<file path="config.mk">
export PLATFORM = sky130hd
export DESIGN_NAME = modem_response_line_classifier
export DESIGN_NICKNAME = d
export VERILOG_FILES = /design/src/hdl/mrlc_pkg.sv /design/src/hdl/modem_response_line_classifier.sv
export VERILOG_INCLUDE_DIRS = /design/src /design/src/hdl
export SDC_FILE = /design/constraint.sdc
export NUM_CORES = 1
export LEC_CHECK = 0
export BUFFER_PORTS_ARGS = -buffer_cell sky130_fd_sc_hd__buf_2
export CORE_UTILIZATION = 64
export DETAILED_ROUTE_END_ITERATION = 10
export HOLD_SLACK_MARGIN = 0.12
export PLACE_DENSITY = 0.95
export SLEW_MARGIN = 20
export SYNTH_ARGS = -nofsm -noshare
export SYNTH_HDL_FRONTEND = slang
export SYNTH_SLANG_ARGS = --single-unit
</file>
<file path="constraint.sdc">
create_clock -name i_clk -period 14 [get_ports i_clk]
set_input_delay 4.2 -clock i_clk [delete_from_list [all_inputs] [get_ports i_clk]]
set_output_delay 4.2 -clock i_clk [all_outputs]
set_load 0.05 [all_outputs]
</file>
<file path="src/hdl/modem_response_line_classifier_macros.svh">
// Assertion helpers for the modem response line classifier.
// Both expect i_clk and i_rst_n in scope.
`ifndef MODEM_RESPONSE_LINE_CLASSIFIER_MACROS_SVH
`define MODEM_RESPONSE_LINE_CLASSIFIER_MACROS_SVH

// same-cycle implication
`define MRLC_ASSERT_NOW(label, ante, cons) \
    label: assert property (@(posedge i_clk) disable iff (!i_rst_n) (ante) |-> (cons)) \
        else $error("mrlc check failed");

// next-cycle implication
`define MRLC_ASSERT_NEXT(label, ante, cons) \
    label: assert property (@(posedge i_clk) disable iff (!i_rst_n) (ante) |=> (cons)) \
        else $error("mrlc check failed");

`endif

</file>
<file path="src/hdl/mrlc_pkg.sv">
package mrlc_pkg;

    localparam int unsigned LINE_LIMIT = 128;
    localparam int unsigned CNT_W      = $clog2(LINE_LIMIT);
    localparam int unsigned NUM_KEYS   = 24;
    localparam int unsigned KEY_W      = $clog2(NUM_KEYS);
    localparam int unsigned KEY_CHARS  = 11;
    localparam int unsigned CLASS_W    = 5;
    localparam int unsigned RATE_W     = 20;
    localparam int unsigned OUT_TDATA_W = ((CLASS_W + RATE_W + 7) / 8) * 8;
    localparam int unsigned APB_ADDR_W = 3;
    localparam int unsigned APB_DATA_W = 32;

    localparam logic [RATE_W-1:0] RATE_MAX      = '1;
    localparam logic [RATE_W-1:0] DEFAULT_RATE_RST = RATE_W'(300);

    localparam logic [CLASS_W-1:0] CLS_UNKNOWN = 5'd0;
    localparam logic [CLASS_W-1:0] CLS_CONNECT = 5'd22;

    // keys below this index are tried in order, the last hit wins
    localparam int unsigned KEY_CONNECT = 22;
    localparam int unsigned KEY_CARRIER = 23;
    localparam logic [CNT_W-1:0] SPACE_POS = CNT_W'(7);
    localparam logic [CNT_W-1:0] LAST_POS  = CNT_W'(LINE_LIMIT - 1);

    localparam logic [7:0] CH_NUL   = 8'd0;
    localparam logic [7:0] CH_TAB   = 8'd9;
    localparam logic [7:0] CH_LF    = 8'd10;
    localparam logic [7:0] CH_VT    = 8'd11;
    localparam logic [7:0] CH_FF    = 8'd12;
    localparam logic [7:0] CH_CR    = 8'd13;
    localparam logic [7:0] CH_SPACE = 8'h20;
    localparam logic [7:0] CH_PLUS  = 8'h2B;
    localparam logic [7:0] CH_MINUS = 8'h2D;
    localparam logic [7:0] CH_ZERO  = 8'h30;
    localparam logic [7:0] CH_NINE  = 8'h39;
    localparam logic [7:0] CH_LC_A  = 8'h61;
    localparam logic [7:0] CH_LC_Z  = 8'h7A;
    localparam logic [7:0] CASE_BIT = 8'h20;

    typedef struct packed {
        logic [8*KEY_CHARS-1:0] text;   // left-justified, first char in top byte
        logic [3:0]             len;
        logic                   prefix;
        logic                   fold;
        logic [CLASS_W-1:0]     cls;
    } t_key;

    function automatic t_key mk_key(input logic [8*KEY_CHARS-1:0] s, input logic [3:0] len,
                                    input logic prefix, input logic fold,
                                    input logic [CLASS_W-1:0] cls);
        t_key k;
        k.text   = s << (8 * (KEY_CHARS - len));
        k.len    = len;
        k.prefix = prefix;
        k.fold   = fold;
        k.cls    = cls;
        return k;
    endfunction

    function automatic t_key key_info(input logic [KEY_W-1:0] idx);
        t_key k;
        unique case (idx)
            5'd0:    k = mk_key("+FHS:", 4'd5, 1'b1, 1'b0, 5'd10);
            5'd1:    k = mk_key("+FCO:", 4'd5, 1'b1, 1'b0, 5'd11);
            5'd2:    k = mk_key("+FPO", 4'd4, 1'b1, 1'b0, 5'd12);
            5'd3:    k = mk_key("+FVO", 4'd4, 1'b1, 1'b0, 5'd13);
            5'd4:    k = mk_key("+FIS:", 4'd5, 1'b1, 1'b0, 5'd14);
            5'd5:    k = mk_key("+FNF:", 4'd5, 1'b1, 1'b0, 5'd15);
            5'd6:    k = mk_key("+FCI:", 4'd5, 1'b1, 1'b0, 5'd16);
            5'd7:    k = mk_key("+FPS:", 4'd5, 1'b1, 1'b0, 5'd17);
            5'd8:    k = mk_key("+FCS:", 4'd5, 1'b1, 1'b0, 5'd18);
            5'd9:    k = mk_key("+FNS:", 4'd5, 1'b1, 1'b0, 5'd19);
            5'd10:   k = mk_key("+FTI:", 4'd5, 1'b1, 1'b0, 5'd20);
            5'd11:   k = mk_key("+FET:", 4'd5, 1'b1, 1'b0, 5'd21);
            5'd12:   k = mk_key("BUSY", 4'd4, 1'b0, 1'b1, 5'd1);
            5'd13:   k = mk_key("ERROR", 4'd5, 1'b0, 1'b1, 5'd2);
            5'd14:   k = mk_key("NO ANSWER", 4'd9, 1'b0, 1'b1, 5'd3);
            5'd15:   k = mk_key("NO CARRIER", 4'd10, 1'b0, 1'b1, 5'd4);
            5'd16:   k = mk_key("NO DIALTONE", 4'd11, 1'b0, 1'b1, 5'd5);
            5'd17:   k = mk_key("OK", 4'd2, 1'b0, 1'b1, 5'd6);
            5'd18:   k = mk_key("RING", 4'd4, 1'b0, 1'b1, 5'd7);
            5'd19:   k = mk_key("RINGING", 4'd7, 1'b0, 1'b1, 5'd8);
            5'd20:   k = mk_key("VOICE", 4'd5, 1'b0, 1'b1, 5'd9);
            5'd21:   k = mk_key("CONNECT FAX", 4'd11, 1'b0, 1'b1, 5'd11);
            5'd22:   k = mk_key("CONNECT", 4'd7, 1'b1, 1'b1, CLS_CONNECT);
            5'd23:   k = mk_key("CARRIER", 4'd7, 1'b1, 1'b1, CLS_CONNECT);
            default: k = '0;
        endcase
        return k;
    endfunction

endpackage

</file>
<file path="src/hdl/modem_response_line_classifier.sv">
// A carriage return is held in the input reg; its result is registered into the output reg once m_axis is free.
// Throughput: one byte per cycle; a carriage return waits in the input reg while a result is unaccepted.
// Per-byte work is the 24-keyword match plus the x10 rate update, done combinationally from the input reg.
// Reset (synchronous, i_rst_n low): line state cleared, both valids low, default_rate = 300.
`include "modem_response_line_classifier_macros.svh"
module modem_response_line_classifier (
    input  logic                                i_clk,
    input  logic                                i_rst_n,
    // byte stream in
    input  logic                                s_axis_tvalid,
    output logic                                s_axis_tready,
    input  logic [7:0]                          s_axis_tdata,   // [7:0] rx_byte
    // results out
    output logic                                m_axis_tvalid,
    input  logic                                m_axis_tready,
    output logic [mrlc_pkg::OUT_TDATA_W-1:0]    m_axis_tdata,   // [4:0] response_class,
                                                                // [24:5] line_rate, rest 0
    // register port
    input  logic                                psel,
    input  logic                                penable,
    input  logic                                pwrite,
    input  logic [mrlc_pkg::APB_ADDR_W-1:0]     paddr,
    input  logic [mrlc_pkg::APB_DATA_W-1:0]     pwdata,
    output logic [mrlc_pkg::APB_DATA_W-1:0]     prdata,
    output logic                                pready
);
    import mrlc_pkg::*;

    typedef enum logic [1:0] {
        NP_BLANK,
        NP_SIGN,
        NP_DIGITS,
        NP_STOP
    } t_num_phase;

    logic [RATE_W-1:0]   r_default_rate;
    logic                r_in_valid;
    logic [7:0]          r_in_byte;
    logic                r_out_valid;
    logic [CLASS_W-1:0]  r_out_class;
    logic [RATE_W-1:0]   r_out_rate;

    logic [CNT_W-1:0]    r_count,   n_count;
    logic [NUM_KEYS-1:0] r_alive,   n_alive;
    logic [RATE_W-1:0]   r_rate,    n_rate;
    t_num_phase          r_phase,   n_phase;
    logic                r_space7,  n_space7;
    logic                r_ended,   n_ended;

    logic                is_cr;
    logic                out_free;
    logic                proc;
    logic                cfg_wr;
    logic [7:0]          c_up;
    logic                is_digit;
    logic                is_blank;
    logic [RATE_W+3:0]   rate_mac;
    t_key                key;
    t_key                key_m;
    logic [3:0]          pos;
    logic [7:0]          want;
    logic                ok;
    logic [NUM_KEYS-1:0] hit;
    logic [CLASS_W-1:0]  res_class;
    logic [RATE_W-1:0]   res_rate;
    logic [RATE_W-1:0]   conn_rate;

    assign is_cr    = (r_in_byte == CH_CR);
    assign out_free = !r_out_valid || m_axis_tready;
    assign proc     = r_in_valid && (!is_cr || out_free);
    assign cfg_wr   = psel && penable && pwrite && pready && (paddr[APB_ADDR_W-1] == 1'b0);

    assign s_axis_tready = !r_in_valid || proc;
    assign m_axis_tvalid = r_out_valid;
    assign m_axis_tdata  = OUT_TDATA_W'({r_out_rate, r_out_class});
    assign pready        = 1'b1;
    assign prdata        = (paddr[APB_ADDR_W-1] == 1'b0) ?
                           APB_DATA_W'(r_default_rate) : '0;

    assign c_up     = ((r_in_byte >= CH_LC_A) && (r_in_byte <= CH_LC_Z)) ?
                      (r_in_byte & ~CASE_BIT) : r_in_byte;
    assign is_digit = (r_in_byte >= CH_ZERO) && (r_in_byte <= CH_NINE);
    assign is_blank = (r_in_byte == CH_SPACE) || (r_in_byte == CH_TAB) ||
                      (r_in_byte == CH_VT) || (r_in_byte == CH_FF);
    assign rate_mac = (RATE_W+4)'({r_rate, 3'b000}) + (RATE_W+4)'({r_rate, 1'b0}) +
                      (RATE_W+4)'(r_in_byte - CH_ZERO);
    assign pos      = r_count[3:0];

    // line classification from the state left by the bytes so far
    always_comb begin
        res_class = CLS_UNKNOWN;
        res_rate  = '0;
        key       = '0;
        for (int k = 0; k < NUM_KEYS; k++) begin
            key    = key_info(KEY_W'(k));
            hit[k] = r_alive[k] && (key.prefix ? (r_count >= CNT_W'(key.len)) :
                                                 (r_count == CNT_W'(key.len)));
            if (k < KEY_CONNECT && hit[k]) begin
                res_class = key.cls;
            end
        end
        conn_rate = r_space7 ? r_rate : r_default_rate;
        if (res_class == CLS_UNKNOWN && (hit[KEY_CONNECT] || hit[KEY_CARRIER]) &&
            conn_rate != '0) begin
            res_class = CLS_CONNECT;
            res_rate  = conn_rate;
        end
    end

    always_comb begin
        n_count  = r_count;
        n_alive  = r_alive;
        n_rate   = r_rate;
        n_phase  = r_phase;
        n_space7 = r_space7;
        n_ended  = r_ended;
        key_m    = '0;
        want     = '0;
        ok       = 1'b0;
        if (proc) begin
            if (is_cr) begin
                n_count  = '0;
                n_alive  = '1;
                n_rate   = '0;
                n_phase  = NP_BLANK;
                n_space7 = 1'b0;
                n_ended  = 1'b0;
            end else if (r_in_byte == CH_LF || r_ended || r_count >= LAST_POS) begin
                // byte dropped
            end else if (r_in_byte == CH_NUL) begin
                n_ended = 1'b1;
            end else begin
                for (int k = 0; k < NUM_KEYS; k++) begin
                    key_m = key_info(KEY_W'(k));
                    want  = 8'(key_m.text >> {(4'(KEY_CHARS - 1) - pos), 3'b000});
                    if (r_count < CNT_W'(key_m.len)) begin
                        ok = key_m.fold ? (c_up == want) : (r_in_byte == want);
                    end else begin
                        ok = key_m.prefix;
                    end
                    if (!ok) begin
                        n_alive[k] = 1'b0;
                    end
                end
                if (r_count == SPACE_POS) begin
                    n_space7 = (r_in_byte == CH_SPACE);
                end else if (r_count > SPACE_POS && r_space7) begin
                    priority if (r_phase == NP_BLANK && is_blank) begin
                        // skip leading blanks
                    end else if (r_phase == NP_BLANK && r_in_byte == CH_PLUS) begin
                        n_phase = NP_SIGN;
                    end else if (r_phase == NP_BLANK && r_in_byte == CH_MINUS) begin
                        n_phase = NP_STOP;
                    end else if (r_phase != NP_STOP && is_digit) begin
                        n_rate  = (rate_mac > (RATE_W+4)'(RATE_MAX)) ? RATE_MAX :
                                  rate_mac[RATE_W-1:0];
                        n_phase = NP_DIGITS;
                    end else begin
                        n_phase = NP_STOP;
                    end
                end
                n_count = r_count + 1'b1;
            end
        end
    end

    always_ff @(posedge i_clk) begin
        if (!i_rst_n) begin
            r_default_rate <= DEFAULT_RATE_RST;
            r_in_valid     <= 1'b0;
            r_out_valid    <= 1'b0;
            r_count        <= '0;
            r_alive        <= '1;
            r_rate         <= '0;
            r_phase        <= NP_BLANK;
            r_space7       <= 1'b0;
            r_ended        <= 1'b0;
        end else begin
            if (cfg_wr) begin
                r_default_rate <= pwdata[RATE_W-1:0];
            end
            if (s_axis_tvalid && s_axis_tready) begin
                r_in_valid <= 1'b1;
            end else if (proc) begin
                r_in_valid <= 1'b0;
            end
            if (out_free) begin
                r_out_valid <= proc && is_cr;
            end
            r_count  <= n_count;
            r_alive  <= n_alive;
            r_rate   <= n_rate;
            r_phase  <= n_phase;
            r_space7 <= n_space7;
            r_ended  <= n_ended;
        end
    end

    always_ff @(posedge i_clk) begin
        if (s_axis_tvalid && s_axis_tready) begin
            r_in_byte <= s_axis_tdata;
        end
        if (proc && is_cr) begin
            r_out_class <= res_class;
            r_out_rate  <= res_rate;
        end
    end

    `MRLC_ASSERT_NOW(a_rate_only_on_connect, r_out_valid && r_out_class != CLS_CONNECT,
        r_out_rate == '0)
    `MRLC_ASSERT_NOW(a_class_range, r_out_valid, r_out_class <= CLS_CONNECT)
    `MRLC_ASSERT_NOW(a_count_bound, 1'b1, r_count <= LAST_POS)
    `MRLC_ASSERT_NEXT(a_cr_clears_line, proc && is_cr,
        r_count == '0 && r_alive == '1 && r_out_valid)

endmodule

</file>
==> key figures <==
Outcome
  – Status: finished clean

Detailed routing
  – Drt wl/cell: 20.58 um
  – DRC violations left: 0
  – Remaining antenna violation count after routing: 0
  – Vias post-DR: 9473
  – Iteration-0 DRC Markers: 1300
  – Drt total wl: 28480 um
  – Drt pass-1 iters: 6
  – DR vias/cell: 6.845
  – Met2 WL: 12280 um
  – Top routing layer used: met4
  – Metal1 wirelength: 10660 um
  – Routed wl met3: 3960 um

Floorplan
  – Die area: 0.01498 mm^2
  – Initial Util: 0.6631
  – IO Pins: 117
  – DIE WIDTH: 122.4 um
  – # rows: 43
  – Core area: 0.01399 mm^2
  – Die span in y: 122.4 um

Worst setup path
  – Crit-path cells: buf_2 -> nand2b_1 -> nor2_1 -> inv_1 -> buf_2
  – Critical path class: primary input to primary output
  – Slowest stage delay, CP: 230 ps
  – CP max-delay cell: nor2_1
  – Most common cell on crit path: buf_2
  – Critical path arrival: 4990 ps
  – Setup crit end kind: primary output
  – Crit path max fanout: 3
  – WP data required: 9800 ps
  – Worst setup SP type: primary input
  – CP top delay family: simple AND/OR/NAND/NOR gates
  – WP buf/inv: 3

Timing
  – Slew HR: 0.2488
  – Final hold violations: 0
  – Worst slew pin tran: 1118 ps
  – RSZ-0062 raised after global routing: false
  – Final setup fails: 0
  – Max-slew violation total from the final report: 0
  – TNS Setup: 0 ps
  – Tmin final: 9193 ps
  – Max Fclk: 108.8 MHz
  – Period utilization: 0.6566
  – Final Skew: 10.45 ps

Synthesis
  – Post-synth EDFFs: 33
  – Post-Syn Area: 0.009275 mm^2
  – Synth Instances: 1165
  – Ys Warns: 0
  – Top cells by area, synth: dfxtp_1, edfxtp_1, nand2_1
  – Synthesized area per cell: 7.961 um^2
  – Synth top cells by count: nand2_1, nor2_1, a21oi_1
  – Area leader, netlist: dfxtp_1
  – Register bit total from synthesis: 110
  – Synth cell types: 86
  – Register area share after synthesis: 0.2730
  – Most used flip-flop cell after synthesis: dfxtp_1
  – Count leader, synth: nand2_1
  – Ys async rst share: 0
  – Share of the synthesized area in the top cell type: 0.1662

Pwr
  – PD cells: 82.98 mW/mm^2
  – Max rail drop VDD: 93.57 uV
  – LEAKAGE: 0.003856 uW

Clock network
  – Clk sinks: 110
  – CTS resizes: 0
  – Clock Tree Buf Depth: 2
  – Post-CTS Setup Repair Bufs: 0
  – Clock latency on the worst-skew pair: 370 ps
  – Clock-pin slew on the worst setup and hold paths: 80 ps
  – TritonCTS Buffers: 9
  – Post-CTS Hold Buffers: 0
  – Root Buffer: clkbuf_16
  – CTS tree: built
  – Htree depth: 3

Global routing
  – Vias in the first global route: 8827
  – First-pass GRT wire length: 44960 um
  – Grt total ovfl: 0
  – Largest net degree at the start of global routing: 49
  – Total GRT Usage: 0.3865
  – Initial antenna violation count: 0

Placed design
  – Port-buffer cells: 82
  – Placed Area: 0.009666 mm^2
  – Post-DP HPWL: 19650 um
  – Final GP Congestion: 0.9552

Worst hold path
  – Worst Hold Class: flop to flop

Job
  – MaxCap Viol Count: 0

Final layout
  – Post-route cell area: 0.009970 mm^2
  – N_diodes: 0
  – Layout net count: 1305
  – Number of fill cells: 1010
  – P&R area growth vs syn: 7.487%
  – Layout cells sized above 1: 0.1238
[registers in the layout (all words and copies together), names as in the netlist]
name	cells
r_count	7
r_in_valid	1
r_in_byte	8
r_rate	20
r_phase	2
r_space7	1
r_out_class	5
r_out_rate	20
r_alive	24
m_axis_tvalid	1
r_ended	1
r_default_rate	20
[power breakdown]
group	internal (uW)	switching, uW	total [uW]
registers	335	10.4	346
logic	67.8	138	206
clock network	142	133	275
total	545	282	827
[layout make-up]
cell class / instances / area [um^2] / share of cell area
Timing Repair Buffer: 104 / 575.6 / 0.05773
Multi-Input combinational cell: 928 / 6160 / 0.6178
Clock buffer: 9 / 225.2 / 0.02259
Inverter: 46 / 172.7 / 0.01732
Sequential cell: 110 / 2532 / 0.2540
Tap cell: 180 / 225.2 / 0.02259
Clock inverter: 7 / 78.83 / 0.007907
[worst paths after layout]
kind	startpoint	end	slack [ps]	cells past startpoint
max	m_axis_tready	s_axis_tready	4810	5
max reg2reg	r_in_byte[4]$_DFFE_PP_	r_rate[19]$_SDFFE_PN0P_	8980	16
min reg2reg	r_alive[23]$_SDFFE_PN1P_	r_alive[23]$_SDFFE_PN1P_	470	1
min	r_alive[23]$_SDFFE_PN1P_	r_alive[23]$_SDFFE_PN1P_	470	1
[through the flow]
stage	util	total power [uW]	hold WS, ps	setup slack [ps]	cells
5_1_grt	0.7127	852.0	484.4	4755	1384
6_report	0.7127	827.3	471.8	4807	1384
4_1_cts	0.7127	817.1	468.7	4815	1384
3_5_place_dp	0.6910	548.8	451.3	4820	1368
3_3_place_gp	0.6910	542.7	435.2	4867	1368
2_1_floorplan	-	504.2	427.2	4703	1183
[logic make-up (layout without fill, tap and decap cells)]
logic type	after synthesis	count (layout)	synth area share
flip-flops	110	110	0.2730
AND/OR/NAND/NOR	414	414	0.2220
buffers and inverters	145	166	0.07244
adder cells (fa/ha/maj)	56	56	0.09092
other	2	20	0.0008097
XOR/XNOR	80	80	0.07784
multiplexers	26	26	0.02806
AO/OA/AOI/OAI	332	332	0.2349
[cell usage in the layout, fill, tap and decap left out, types with 11 or more instances in the layout]
master / instances
nor3_1: 19
inv_1: 42
nor2b_1: 33
xor2_1: 24
a31oi_1: 34
nor4_1: 22
xnor2_1: 53
buf_2: 82
a21oi_1: 85
o21ai_1: 15
fa_1: 19
edfxtp_1: 33
buf_4: 22
a21o_1: 14
ha_1: 37
nand3_1: 41
nand4_1: 12
a21boi_0: 18
nor2_1: 88
dfxtp_1: 77
o21ai_0: 51
nand2_1: 131
conb_1: 20
mux2i_1: 26
o31ai_1: 11
[routing by layer]
layer | GRT usage | vias up
li1 | - | 4240
met1 | 0.4894 | 4294
met2 | 0.5934 | 794
met3 | 0.1059 | 145
met4 | 0.2165 | 0
met5 | 0 | -
[worst reg2reg max path: stages, from the launching register on]
cell	delay [ps]
edfxtp_1	320
buf_4	300
clkinv_1	660
ha_1	660
inv_1	90
fa_1	490
inv_1	40
ha_1	360
o21ai_0	170
o21ai_1	240
a31oi_1	150
and2_1	220
nor4_1	290
mux2i_1	150
nor4_2	220
buf_4	330
a31oi_1	190
Power figures use the tool's default switching activity.
